### config.mk
export PLATFORM = sky130hd
export DESIGN_NAME = line_rasterizer_core
export DESIGN_NICKNAME = d
export VERILOG_FILES = /design/src/rtl/lr_pkg.sv /design/src/rtl/lr_front.sv /design/src/rtl/lr_queue.sv /design/src/rtl/lr_back.sv /design/src/rtl/line_rasterizer_core.sv
export SDC_FILE = /design/constraint.sdc
export NUM_CORES = 1
export LEC_CHECK = 0
export BUFFER_PORTS_ARGS = -buffer_cell sky130_fd_sc_hd__buf_4
export CORE_MARGIN = 1
export CORE_UTILIZATION = 38
export DETAILED_ROUTE_END_ITERATION = 10
export SLEW_MARGIN = 10
export SYNTH_ARGS = -nofsm -noshare
export SYNTH_HDL_FRONTEND = slang
export SYNTH_SLANG_ARGS = --single-unit
### constraint.sdc
create_clock -name clk -period 5.85 [get_ports clk]
set_input_delay 0.2925 -clock clk [delete_from_list [all_inputs] [get_ports clk]]
set_output_delay 0.2925 -clock clk [all_outputs]
set_load 0.005 [all_outputs]
### src/rtl/lr_pkg.sv
`timescale 1ns / 1ps
// Shared definitions for the line rasterizer core.
// No dependencies; imported by the front classifier and the back stepper.
package lr_pkg;

  typedef enum logic {
    OP_START   = 1'b0,
    OP_ADVANCE = 1'b1
  } op_t;

endpackage

### src/rtl/lr_front.sv
`timescale 1ns / 1ps
// Front classifier: decodes an input transaction and works out directions,
// absolute deltas, the steep flag and the single-pixel case. Uses lr_pkg.
module lr_front #(
  parameter int COORD_BITS = 10
) (
  input  lr_pkg::op_t                  op,
  input  logic [COORD_BITS-1:0]        start_x,
  input  logic [COORD_BITS-1:0]        start_y,
  input  logic [COORD_BITS-1:0]        end_x,
  input  logic [COORD_BITS-1:0]        end_y,
  output logic [6*COORD_BITS+4:0]      entry
);
  import lr_pkg::*;

  logic                  x_neg;
  logic                  y_neg;
  logic [COORD_BITS-1:0] adx;
  logic [COORD_BITS-1:0] ady;
  logic                  is_steep;
  logic [COORD_BITS-1:0] major;
  logic [COORD_BITS-1:0] minor;
  logic                  single;

  always_comb begin
    x_neg    = end_x < start_x;
    y_neg    = end_y < start_y;
    adx      = x_neg ? (start_x - end_x) : (end_x - start_x);
    ady      = y_neg ? (start_y - end_y) : (end_y - start_y);
    is_steep = ady > adx;
    major    = is_steep ? ady : adx;
    minor    = is_steep ? adx : ady;
    single   = (start_x == end_x) && (start_y == end_y);
  end

  // pack from the lowest bit up: op, sx, sy, ex, ey, major, minor, xneg, yneg, steep, single
  assign entry = {single, is_steep, y_neg, x_neg, minor, major,
                  end_y, end_x, start_y, start_x, op};

endmodule

### src/rtl/lr_queue.sv
`timescale 1ns / 1ps
// Two-entry queue between the front classifier and the back stepper.
// No package dependencies.
module lr_queue #(
  parameter int WIDTH = 65
) (
  input  logic             clk,
  input  logic             rst,
  input  logic             push_valid,
  output logic             push_ready,
  input  logic [WIDTH-1:0] push_data,
  output logic             pop_valid,
  input  logic             pop_ready,
  output logic [WIDTH-1:0] pop_data
);

  localparam int DEPTH = 2;
  localparam int PTR_W = $clog2(DEPTH);
  localparam int CNT_W = $clog2(DEPTH + 1);

  logic [WIDTH-1:0] slots [DEPTH];
  logic [PTR_W-1:0] wr_ptr;
  logic [PTR_W-1:0] rd_ptr;
  logic [CNT_W-1:0] count;
  logic             do_push;
  logic             do_pop;

  assign push_ready = count != CNT_W'(DEPTH);
  assign pop_valid  = count != '0;
  assign pop_data   = slots[rd_ptr];
  assign do_push    = push_valid && push_ready;
  assign do_pop     = pop_valid && pop_ready;

  always_ff @(posedge clk) begin
    if (do_push) begin
      slots[wr_ptr] <= push_data;
    end
  end

  always_ff @(posedge clk) begin
    if (rst) begin
      wr_ptr <= '0;
      rd_ptr <= '0;
      count  <= '0;
    end else begin
      if (do_push) begin
        wr_ptr <= (wr_ptr == PTR_W'(DEPTH - 1)) ? '0 : wr_ptr + PTR_W'(1);
      end
      if (do_pop) begin
        rd_ptr <= (rd_ptr == PTR_W'(DEPTH - 1)) ? '0 : rd_ptr + PTR_W'(1);
      end
      unique case ({do_push, do_pop})
        2'b10:   count <= count + CNT_W'(1);
        2'b01:   count <= count - CNT_W'(1);
        default: count <= count;
      endcase
    end
  end

endmodule

### src/rtl/lr_back.sv
`timescale 1ns / 1ps
// Back stepper: holds the line state, runs one Bresenham step per popped
// advance transaction while a line is running and drives the output register. Uses lr_pkg.
module lr_back #(
  parameter int COORD_BITS = 10
) (
  input  logic                     clk,
  input  logic                     rst,
  input  logic                     entry_valid,
  output logic                     entry_ready,
  input  logic [6*COORD_BITS+4:0]  entry,
  output logic                     out_valid,
  input  logic                     out_ready,
  output logic                     pixel_valid,
  output logic [COORD_BITS-1:0]    pixel_x,
  output logic [COORD_BITS-1:0]    pixel_y,
  output logic                     last_pixel
);
  import lr_pkg::*;

  localparam int CB = COORD_BITS;
  localparam int DW = COORD_BITS + 3;

  op_t           e_op;
  logic [CB-1:0] e_sx, e_sy, e_ex, e_ey, e_major, e_minor;
  logic          e_xneg, e_yneg, e_steep, e_single;

  logic [CB-1:0] cur_x, cur_y, stop_x, stop_y;
  logic [CB-1:0] delta_major, delta_minor;
  logic [DW-1:0] decision;
  logic          x_dir_neg, y_dir_neg, steep, busy;

  logic          pop;
  logic          minor_step;
  logic          x_move, y_move;
  logic [CB-1:0] step_x, step_y;
  logic [DW-1:0] two_minor, two_major, dec_inc, dec_step, dec_start;
  logic          step_done;

  assign {e_single, e_steep, e_yneg, e_xneg, e_minor, e_major,
          e_ey, e_ex, e_sy, e_sx} = entry[6*CB+4:1];
  assign e_op = op_t'(entry[0]);

  assign entry_ready = !out_valid || out_ready;
  assign pop         = entry_valid && entry_ready;

  always_comb begin
    minor_step = !decision[DW-1];
    x_move     = steep ? minor_step : 1'b1;
    y_move     = steep ? 1'b1 : minor_step;
    step_x     = !x_move ? cur_x : (x_dir_neg ? cur_x - CB'(1) : cur_x + CB'(1));
    step_y     = !y_move ? cur_y : (y_dir_neg ? cur_y - CB'(1) : cur_y + CB'(1));
    two_minor  = {2'b00, delta_minor, 1'b0};
    two_major  = {2'b00, delta_major, 1'b0};
    dec_inc    = minor_step ? (two_minor - two_major) : two_minor;
    dec_step   = decision + dec_inc;
    dec_start  = {2'b00, e_minor, 1'b0} - {3'b000, e_major};
    step_done  = steep ? (step_y == stop_y) : (step_x == stop_x);
  end

  always_ff @(posedge clk) begin
    if (rst) begin
      out_valid   <= 1'b0;
      busy        <= 1'b0;
      cur_x       <= '0;
      cur_y       <= '0;
      stop_x      <= '0;
      stop_y      <= '0;
      delta_major <= '0;
      delta_minor <= '0;
      decision    <= '0;
      x_dir_neg   <= 1'b0;
      y_dir_neg   <= 1'b0;
      steep       <= 1'b0;
    end else begin
      if (pop) begin
        out_valid <= 1'b1;
      end else if (out_ready) begin
        out_valid <= 1'b0;
      end
      if (pop) begin
        unique case (e_op)
          OP_START: begin
            cur_x       <= e_sx;
            cur_y       <= e_sy;
            stop_x      <= e_ex;
            stop_y      <= e_ey;
            delta_major <= e_major;
            delta_minor <= e_minor;
            decision    <= dec_start;
            x_dir_neg   <= e_xneg;
            y_dir_neg   <= e_yneg;
            steep       <= e_steep;
            busy        <= !e_single;
          end
          OP_ADVANCE: begin
            if (busy) begin
              cur_x    <= step_x;
              cur_y    <= step_y;
              decision <= dec_step;
              busy     <= !step_done;
            end
          end
          default: begin
            busy <= busy;
          end
        endcase
      end
    end
  end

  always_ff @(posedge clk) begin
    if (pop) begin
      unique case (e_op)
        OP_START: begin
          pixel_valid <= 1'b1;
          pixel_x     <= e_sx;
          pixel_y     <= e_sy;
          last_pixel  <= e_single;
        end
        OP_ADVANCE: begin
          pixel_valid <= busy;
          pixel_x     <= busy ? step_x : '0;
          pixel_y     <= busy ? step_y : '0;
          last_pixel  <= busy && step_done;
        end
        default: begin
          pixel_valid <= 1'b0;
          pixel_x     <= '0;
          pixel_y     <= '0;
          last_pixel  <= 1'b0;
        end
      endcase
    end
  end

  a_start_sets_busy: assert property (@(posedge clk) disable iff (rst)
    pop && e_op == OP_START && !e_single |=> busy)
    else $error("busy not set after a multi-pixel start");

  a_idle_advance_invalid: assert property (@(posedge clk) disable iff (rst)
    pop && e_op == OP_ADVANCE && !busy |=> out_valid && !pixel_valid && !last_pixel)
    else $error("advance while idle did not give an invalid result");

  a_busy_fall_last: assert property (@(posedge clk) disable iff (rst)
    $fell(busy) && !$past(rst) |-> out_valid && last_pixel && pixel_valid)
    else $error("line ended without a last pixel");

  a_last_is_valid: assert property (@(posedge clk) disable iff (rst)
    out_valid && last_pixel |-> pixel_valid)
    else $error("last pixel flagged on an invalid result");

endmodule

### src/rtl/line_rasterizer_core.sv
`timescale 1ns / 1ps
// Top level of the Bresenham line rasterizer: front classifier, two-entry
// queue and back stepper. Depends on lr_pkg, lr_front, lr_queue and lr_back.
//
// A start transaction (tuser op = 0) loads both endpoints and returns the first
// endpoint; each advance transaction (op = 1) returns the next pixel of the line
// in any of the eight octants, with tlast on the end point. An advance with no
// line running returns one result with tuser pixel_valid = 0 and zero fields.
// A start during a running line drops that line. Every input transaction gives
// exactly one output transaction. Throughput is one transaction per clock while
// the output is not stalled, set by the back stepper, which updates the decision
// term and current point together; each input transaction is written into the
// queue, then popped by the back stepper, and its result is held in the output
// register until it is taken on the master side.
module line_rasterizer_core #(
  parameter int COORD_BITS = 10
) (
  input  logic                                   clk,
  input  logic                                   rst,
  input  logic                                   s_tvalid,
  output logic                                   s_tready,
  // start_x, start_y, end_x, end_y (lowest bits first), zero padded to bytes
  input  logic [((4*COORD_BITS+7)/8)*8-1:0]      s_tdata,
  // op
  input  logic                                   s_tuser,
  output logic                                   m_tvalid,
  input  logic                                   m_tready,
  // pixel_x, pixel_y (lowest bits first), zero padded to bytes
  output logic [((2*COORD_BITS+7)/8)*8-1:0]      m_tdata,
  // pixel_valid
  output logic                                   m_tuser,
  // last_pixel
  output logic                                   m_tlast
);
  import lr_pkg::*;

  localparam int CB      = COORD_BITS;
  localparam int ENTRY_W = 6*COORD_BITS + 5;
  localparam int OUT_W   = ((2*COORD_BITS+7)/8)*8;

  logic [ENTRY_W-1:0] front_entry;
  logic [ENTRY_W-1:0] q_entry;
  logic               q_valid;
  logic               q_ready;
  logic [CB-1:0]      pix_x;
  logic [CB-1:0]      pix_y;

  lr_front #(.COORD_BITS(COORD_BITS)) u_front (
    .op      (op_t'(s_tuser)),
    .start_x (s_tdata[CB-1:0]),
    .start_y (s_tdata[2*CB-1:CB]),
    .end_x   (s_tdata[3*CB-1:2*CB]),
    .end_y   (s_tdata[4*CB-1:3*CB]),
    .entry   (front_entry)
  );

  lr_queue #(.WIDTH(ENTRY_W)) u_queue (
    .clk        (clk),
    .rst        (rst),
    .push_valid (s_tvalid),
    .push_ready (s_tready),
    .push_data  (front_entry),
    .pop_valid  (q_valid),
    .pop_ready  (q_ready),
    .pop_data   (q_entry)
  );

  lr_back #(.COORD_BITS(COORD_BITS)) u_back (
    .clk         (clk),
    .rst         (rst),
    .entry_valid (q_valid),
    .entry_ready (q_ready),
    .entry       (q_entry),
    .out_valid   (m_tvalid),
    .out_ready   (m_tready),
    .pixel_valid (m_tuser),
    .pixel_x     (pix_x),
    .pixel_y     (pix_y),
    .last_pixel  (m_tlast)
  );

  assign m_tdata = OUT_W'({pix_y, pix_x});

endmodule

== Yosys cells after proc, flatten, opt, wreduce, memory -nomap -nowiden ==
Memory sizes are Yosys's and may differ from the RTL's. A register that Yosys moved wholly into a read port is not among the register bits.
Cells that the tools add are included.
Cells by class
  eq/ne operators: 8
  $lt $le $gt $ge: 3
  $add $sub $neg: 15
  bitwise gates (word level): 1
  reduce and logical (&&, ||, !) cells: 14
  muxes and demuxes: 35
Operator list (count)
  $mux W10: 12
  $pmux W10 S2: 4
  $eq A10 B10 Y1: 4
  $sub A10 B10 Y10: 4
  $mux W13: 2
  $pmux W13 S2: 1
  $add A10 B1 Y10 const B: 2
  $lt A10 B10 Y1: 2
  $sub A10 B1 Y10 const B: 2
  $add A13 B13 Y13: 1
  $mux W1: 12
  $sub A11 B10 Y12: 1
  $sub A11 B11 Y12: 1
  $gt A10 B10 Y1: 1
  $pmux W1 S2: 3
  $reduce_bool A2 Y1: 3
  $logic_and A1 B1 Y1: 4
  $logic_not A1 Y1: 4
  $ne A2 B2 Y1 const B: 2
  $pmux W2 S2: 1
  $reduce_and A2 Y1: 2
  $add A1 B1 Y1 const B: 2
  $add A2 B1 Y2 const B: 1
  $eq A2 B1 Y1 const B: 1
  other kinds (4): 4
Storage, ports and cells
  memories kept: 1
  input bits: 45
  word-level logic and storage cells: 96
  bits in registers: 104
  memory bits (writable): 130
Memories
  u_queue.slots: words 2, bits a word 65, read ports 1, clocked after memory_dff 1, wr ports 1, RTL line lr_queue.sv:21  | logic [WIDTH-1:0] slots [DEPTH];

== Longest topological paths before layout ==
Gate-level depths: netlist of the first run.
  depth in word-level cells: 8
  depth in mapped cells: 24
  mapped depth without buffers: 22

== By module ==
A second synthesis of the first run with hierarchy kept.
Second synthesis, totals
  cell total of the unflattened synthesis: 1425
  area total of the unflattened synthesis: 14382.5 µm²
Modules (own cells, without submodules)
  lr_back: times used 1, area an instance 6950.4 µm², cells an instance 856
  lr_queue: times used 1, area an instance 4906.0 µm², cells an instance 226
  lr_front: times used 1, area an instance 2492.4 µm², cells an instance 338
  line_rasterizer_core: times used 1, area an instance 33.8 µm², cells an instance 5

== Worst setup path after synthesis of the first run ==
Ideal clock, no wire load.
  path type: input-to-reg
  from: input port s_tdata[30]
  to: memory u_queue.slots[0][41], data pin
  required time: 5.565 ns
  data arrival time: 4.322 ns
  stages on the path: 23
  setup slack: 1.243 ns
  cells stage by stage: inv_1 -> ha_1 -> inv_1 -> fa_1 -> a21oi_1 -> o21ai_0 -> a31o_2 -> a21o_1 -> a221o_1 -> buf_2 -> nand3_1 -> o21ai_0 -> xnor2_1 -> inv_1 -> ha_1 -> a21o_1 -> a21o_1 -> a21oi_1 -> nor2_1 -> a2111oi_0 -> a31oi_1 -> clkbuf_1 -> mux2i_1
Between the ends
  word-level cells in the longest chain between the ends: 4
RTL lines
  from (decl): RTL line line_rasterizer_core.sv:23  | input logic [((4*COORD_BITS+7)/8)*8-1:0] s_tdata,
  $sub A10 B10 Y10 or $lt A10 B10 Y1 (tied branches): RTL line lr_front.sv:29, lr_front.sv:27
  $mux W10 (*): RTL line lr_front.sv:29  | ady = y_neg ? (start_y - end_y) : (end_y - start_y);
  $gt A10 B10 Y1: RTL line lr_front.sv:30  | is_steep = ady > adx;
  $mux W10 (*): RTL line lr_front.sv:31  | major = is_steep ? ady : adx;
  via front_entry[41]: RTL line line_rasterizer_core.sv:41  | logic [ENTRY_W-1:0] front_entry;
  to (decl): RTL line lr_queue.sv:21
Mark *: on every way through the listed nets, which the timed path passes. The rest lies on a longest branch.

== Final worst setup path of the first run ==
  from: input port s_tdata[30]
  to: memory u_queue.slots[1][52], data pin
Between the ends
  word-level cells in the longest chain between the ends: 4
RTL lines
  $sub A10 B10 Y10 or $lt A10 B10 Y1 (tied branches): RTL line lr_front.sv:29, lr_front.sv:27
  $mux W10 (*): RTL line lr_front.sv:29
  $gt A10 B10 Y1: RTL line lr_front.sv:30
  $mux W10 (*): RTL line lr_front.sv:32  | minor = is_steep ? adx : ady;
  via front_entry[52]: RTL line line_rasterizer_core.sv:41
Marks and branches as above.

==> results of run 1 <==
## flip-flops by register name (all words and copies together) (netlist names), 2 cells and up, named ones only
register / flops
u_back.stop_y: 10
u_back.pixel_y: 10
u_back.pixel_x: 10
u_back.stop_x: 10
u_back.decision: 12
u_back.delta_major: 10
u_queue.slots: 130
u_queue.count: 2
u_back.cur_y: 10
u_back.cur_x: 10
u_back.delta_minor: 10
## final cells by class
type                    instances  area, um^2
flip-flops and latches        234        6210
inverters                      93         349
clock buffers                  35         724
fillers                      3235       18900
repair buffers                128        1080
well taps                     455         569
clock inverters                13         131
multi-input cells             915        6590
## power by group through the flow
| stage | Clock, W | Sequential (W) | Combinational (W) |
|---|---|---|---|
| after floorplan | 0 | 0.00256 | 0.00313 |
| after global placement | 0 | 0.00266 | 0.00413 |
| after detailed placement | 0 | 0.00267 | 0.00419 |
| after CTS | 0.00166 | 0.00264 | 0.00425 |
| after global routing | 0.00172 | 0.00269 | 0.00475 |
| final | 0.00162 | 0.00263 | 0.00428 |
## metal layers
layer,vias to the layer above,wire [um]
li1,4892,-
met1,4539,16500
met2,223,13700
met3,41,1740
met4,0,600
met5,-,0
## worst paths after layout
kind                                       start              endpoint  slack [ps]  depth (start not counted)
worst max-delay path                 s_tdata[30]  u_queue.slots[1][52]         370                         24
worst min-delay path                    m_tready      u_back.out_valid          50                          3
worst max register to register  u_back.x_dir_neg     u_back.last_pixel        1800                         10
worst min register to register   u_back.cur_x[8]       u_back.cur_x[8]         480                          2
## stage by stage
stage / hold slack (ps) / worst slack, ps / power, W
2_1_floorplan: 391 / 1240 / 0.00569
3_3_place_gp: 467 / 571 / 0.00679
3_5_place_dp: 477 / 437 / 0.00686
4_1_cts: 33.0 / 443 / 0.00854
5_1_grt: 61.2 / 47.8 / 0.00916
6_report: 47.0 / 368 / 0.00854
## cell families (layout without fill, tap and decap cells)
kind of cell / Yosys count / count (layout) / share of synthesized area, %
other: 1 / 4 / 0.0281
multiplexers: 103 / 103 / 7.94
buffers and inverters: 153 / 269 / 4.45
AO/OA/AOI/OAI: 322 / 322 / 15.3
adder cells (fa/ha/maj): 105 / 105 / 10.4
AND/OR/NAND/NOR: 307 / 307 / 10.4
flip-flops: 234 / 234 / 46.5
XOR/XNOR: 74 / 74 / 4.96
## layout by cell type, fill, tap and decap left out, types with 5 or more instances in the layout
cell,count
inv_1,93
nand2_1,85
mux2i_1,79
a21oi_1,99
buf_4,86
clkinv_2,6
nor2_1,114
mux2_2,23
and3_1,5
o22ai_1,5
a31oi_1,7
o21bai_1,6
o21ai_0,65
or3_1,5
fa_1,9
a211oi_1,65
nor3_1,29
edfxtp_1,152
xor2_1,30
clkbuf_1,5
and2_1,8
xnor2_1,43
nand2b_1,8
dfxtp_1,81
nand3_1,11
clkbuf_16,26
ha_1,96
a2111oi_0,5
a21o_1,26
dlygate4sd3_1,41
nor2b_1,21
## worst register-to-register path, stage by stage, from the launching register on
cell and delay [ps]:
dfxtp_1 800, ha_1 410, a21oi_1 240, o21ai_0 180, a21oi_1 330, xor2_1 100, or4_1 520, or4_1 420
nor4_2 560, a31o_1 180, a31o_1 170
==> qor.yml, run 1 <==
outcome:
  status: "completed"
setup_path:
  critPathMaxFanout: 16
  cp_num_buf_inv: 6
  cp_cell_sequence: "dlygate4sd3_1 -> buf_4 -> inv_1 -> ha_1 -> inv_1 -> fa_1 -> a21oi_1 -> o21ai_0 -> a31o_2 -> a21o_1 -> a221o_1 -> nand3_1 -> o21ai_0 -> xnor2_1 -> inv_1 -> ha_1 -> a21o_1 -> a21o_1 -> a21oi_1 -> nor2_1 -> a2111oi_0 -> a31oi_2 -> buf_4 -> mux2i_1"
  cp.required_ps: 6100
  cp-end-kind: "register"
  cp_top_family: "compound AO/OA/AOI/OAI gates"
  crit_slowest_cell: "dlygate4sd3_1"
  cpPeakStageDelay_ps: 540
  start_kind: "primary input"
  worstSetupPathType: "in2reg"
  arrival_ps: 5730
worst_hold_path:
  hold_path.class: "in2reg"
sta:
  slew_headroom_pct: 32.7
  finalCritPeriodShare_pct: 93.7
  hold_viol_final: 0
  period_minus_slack_ps: 5480
  rsz0062_at_grt: "false"
  fin_skew_ps: 13.3
  tns_ps: 0
  finalSetupViolCount: 0
  worst_pin_slew_ps: 1010
  max_freq_mhz: 182
  final_max_slew_viol_count: 0
power:
  p_seq_share_pct: 30.9
  p_int_w: 0.00509
  p_per_area_mw_per_mm2: 545
  pwr-share-clk_pct: 19.0
  leakage_nw: 6.27
  switching_share_pct: 40.3
  power_frac_comb_pct: 50.1
  switchingPower_w: 0.00344
  ir_drop_uv: 234
place:
  portBuffers: 68
  dp_cells: 1783
  dp_hpwl_mm: 23.4
  routabilityCongestion: 0.883
  postPlaceCellArea_mm2: 0.0144
clock_tree:
  cts_hold_buffers: 41
  cts_tree: "built"
  worstSkewPairLatency_ps: 540
  clk_pin_slew_ps: 60
  post_cts_buffers: 0
  cts.sink_count: 234
  htree_levels: 1
  cts_buffers: 26
  cts_root_buf: "clkbuf_16"
  clock_path_buffers: 3
  cts_resized: 0
global_route:
  grtUsageMet2_pct: 26.6
  grt_max_degree: 84
  overflow: 0
  track_usage_pct: 18.2
  grt_pass1_vias: 9084
  grt.busiest_layer: "met1"
  grt_pass1_wl_mm: 50.8
  antenna_found_initial: 0
  use_met3_pct: 2.52
  gr-usage-met1_pct: 27.9
floorplanning:
  dieArea_mm2: 0.0359
  die_y_um: 189
  die_w_um: 189
  coreArea_mm2: 0.0345
  pin_count: 73
  num_rows: 68
  initial_core_util_pct: 38.6
finish:
  layoutNonFillerInstCount: 1873
  drive_gt1_share_pct: 11.8
  final_area_mm2: 0.0157
  n_antenna_cell: 0
  area_delta_synth_final_pct: 17.4
  nets: 1548
  final_util_pct: 45.3
yosys:
  syn_area_mm2: 0.0133
  syn_area_per_cell_um2: 10.3
  synth_ff_type: "edfxtp_1"
  synth-edff-count: 152
  ys_seq_area_share_pct: 46.5
  netlist_top_cells_area: "edfxtp_1 (34%), dfxtp_1 (12%), ha_1 (9.0%)"
  synth_top_cell_by_area: "edfxtp_1"
  synth_cell_types: 67
  yosysMostFrequentCell: "edfxtp_1"
  synth_top_area_share_pct: 34.2
  yosysWarnings: 0
  synth-seq-cells: 234
  synthArstFlopShare_pct: 0
  synthTopCellsByCount: "edfxtp_1 (152), nor2_1 (116), a21oi_1 (99)"
  netlist_instances: 1299
drt:
  routed_wl_mm: 32.6
  dr.first_iter.drc_count: 555
  viasPerCell: 5.18
  ant_nets: 0
  drt_pass1_iterations: 5
  dr_total_vias: 9695
  avgRoutedWirePerCell_um: 17.4
  drc: 0
run:
  max_cap_viol_count: 0
No activity file was read; power rests on OpenSTA's default activity.
==> run 2: changes to the inputs <==
--- a/config.mk
+++ b/config.mk
@@ -6,7 +6,7 @@
 export NUM_CORES = 1
 export LEC_CHECK = 0
 export BUFFER_PORTS_ARGS = -buffer_cell sky130_fd_sc_hd__buf_4
-export CORE_MARGIN = 1
+export CORE_MARGIN = 5
 export CORE_UTILIZATION = 38
 export DETAILED_ROUTE_END_ITERATION = 10
 export SLEW_MARGIN = 10
==> run 2 against run 1 <==
Against the previous run: total power increased by 1.2%; combinational power about the same; non-clock buffer count unchanged; die area up 8.6%; flip-flop and latch count unchanged; clock power up 7%; clock skew up 3.4 ps; register-to-register slack is essentially flat; sequential power about the same; largest power group unchanged.
==> qor.yml, run 2 (synthesis results as in run 1) <==
outcome:
  status: "completed"
clock_tree:
  post_cts_buffers: 0
  cts_tree: "built"
  clock_path_buffers: 3
  cts_resized: 0
  htree_levels: 1
  clk_pin_slew_ps: 60
  cts_buffers: 25
  worstSkewPairLatency_ps: 540
  cts.sink_count: 234
  cts_root_buf: "clkbuf_16"
setup_path:
  arrival_ps: 5760
  timing.reg2reg.worst_path_depth: 10
  worstSetupPathType: "in2reg"
  cp-end-kind: "register"
  cp.required_ps: 6120
  worst-r2r-setup-slack_ps: 1810
  reg2reg_from: "u_back.x_dir_neg"
  critPathMaxFanout: 15
  start_kind: "primary input"
  r2r_end: "u_back.last_pixel"
drt:
  viasPerCell: 5.16
  routed_wl_mm: 32.6
  dr.first_iter.drc_count: 561
  dr_total_vias: 9662
  avgRoutedWirePerCell_um: 17.4
  ant_nets: 0
  drt_pass1_iterations: 5
  drc: 0
finish:
  layoutNonFillerInstCount: 1871
  layout_common_cells: "edfxtp_1 (152), nor2_1 (114), a21oi_1 (99)"
  top_register: "u_queue.slots"
  n_antenna_cell: 0
  final_area_mm2: 0.0157
  fillers: 3250
  largest_reg_flops: 130
  final_common_cell: "edfxtp_1"
  drive_gt1_share_pct: 11.9
  reg.largest.list: "u_queue.slots: 130 flops, u_back.decision: 12 flops"
  area_delta_synth_final_pct: 17.6
  nets: 1547
sta:
  whs_ps: 66.2
  worst_pin_slew_ps: 1050
  finalCritPeriodShare_pct: 93.7
  max_freq_mhz: 182
  final_max_slew_viol_count: 0
  slew_headroom_pct: 29.8
  hold_viol_final: 0
  rsz0062_at_grt: "false"
  fin_skew_ps: 16.8
  tns_ps: 0
  period_minus_slack_ps: 5480
  finalSetupViolCount: 0
power:
  ir_drop_uv: 258
  leakage_nw: 6.27
  p_per_area_mw_per_mm2: 550
floorplanning:
  num_rows: 68
  initial_core_util_pct: 38.5
  coreArea_mm2: 0.0346
  pin_count: 73
  die_w_um: 197
  die_y_um: 197
  dieArea_mm2: 0.0390
worst_hold_path:
  hold_path.class: "in2reg"
  hold_end: "u_back.out_valid"
  hp-start: "m_tready"
  hold_depth: 3
global_route:
  overflow: 0
  grt_pass1_vias: 9268
  antenna_found_initial: 0
  grt_max_degree: 84
  track_usage_pct: 16.6
  grt_pass1_wl_mm: 51.8
place:
  postPlaceCellArea_mm2: 0.0144
  portBuffers: 68
  dp_hpwl_mm: 23.6
  routabilityCongestion: 0.862
  dp_cells: 1784
run:
  max_cap_viol_count: 0
run 2: cell types whose count changed in the layout (fill, tap and decap cells not counted), sizes merged:
cell      before  now
clkinv         9    6
inv           95   94
clkinvlp       0    5
clkbuf        35   28
bufinv         2    6
run 2: layer usage:
layer / part of all wire (%) / track usage (%) / vias to the layer above
met5: 0 / 0 / -
met4: 1.7 / 3.16 / 0
met3: 4.8 / 2.01 / 32
met2: 42 / 24.3 / 194
met1: 52 / 26.5 / 4560
li1: - / - / 4876
run 2: report_power, final:
group / switching (W) / internal, W
combinational: 0.00246 / 0.00179
clock: 0.000676 / 0.00107
sequential: 0.000310 / 0.00234
total: 0.00345 / 0.00519
run 2: critical path: stages:
cell	delay [ps]
dlygate4sd3_1	530
buf_4	150
inv_1	50
ha_1	160
inv_1	60
fa_1	410
a21oi_1	200
o21ai_0	160
a31o_2	270
a21o_1	200
a221o_1	480
nand3_1	140
o21ai_0	100
xnor2_1	330
inv_1	90
ha_1	330
a21o_1	180
a21o_1	170
a21oi_1	140
nor2_1	50
a2111oi_0	480
a31oi_2	310
buf_4	320
nand2_1	50
o21ai_0	110
run 2: per-stage QoR:
stage / worst slack (ps) / power, W / utilization (%)
CTS: 400 / 0.00868 / 45.3
finish: 368 / 0.00864 / 45.3
detailed placement: 392 / 0.00687 / 41.5
floorplan: 1240 / 0.00569 / -
global route: 23.9 / 0.00932 / 45.3
global placement: 489 / 0.00681 / 41.5
run 2: worst max path at each step:
stage	slack [ps]	to	cells past startpoint	start
global placement	490	u_queue.slots[0][54]	23	s_tdata[30]
global route	20	u_queue.slots[0][44]	24	s_tdata[30]
detailed placement	390	u_queue.slots[0][43]	24	s_tdata[30]
floorplan	1240	u_queue.slots[0][41]	23	s_tdata[30]
finish	370	u_queue.slots[1][43]	25	s_tdata[30]
CTS	400	u_queue.slots[1][54]	24	s_tdata[30]
run 2: cell type report:
cell class	count	area [um^2]	area share (%)
clock buffers	28	647	4.12
clock inverters	18	265	1.69
inverters	93	349	2.22
multi-input cells	915	6590	42.0
flip-flops and latches	234	6210	39.6
well taps	455	569	3.63
repair buffers	128	1060	6.78
run 2: timing repair:
action | 4_1_cts | 5_1_grt
hold endpoints to repair | 82 | 0
endpoints found under the setup margin | 0 | 0
hold buffers | 41 | 0
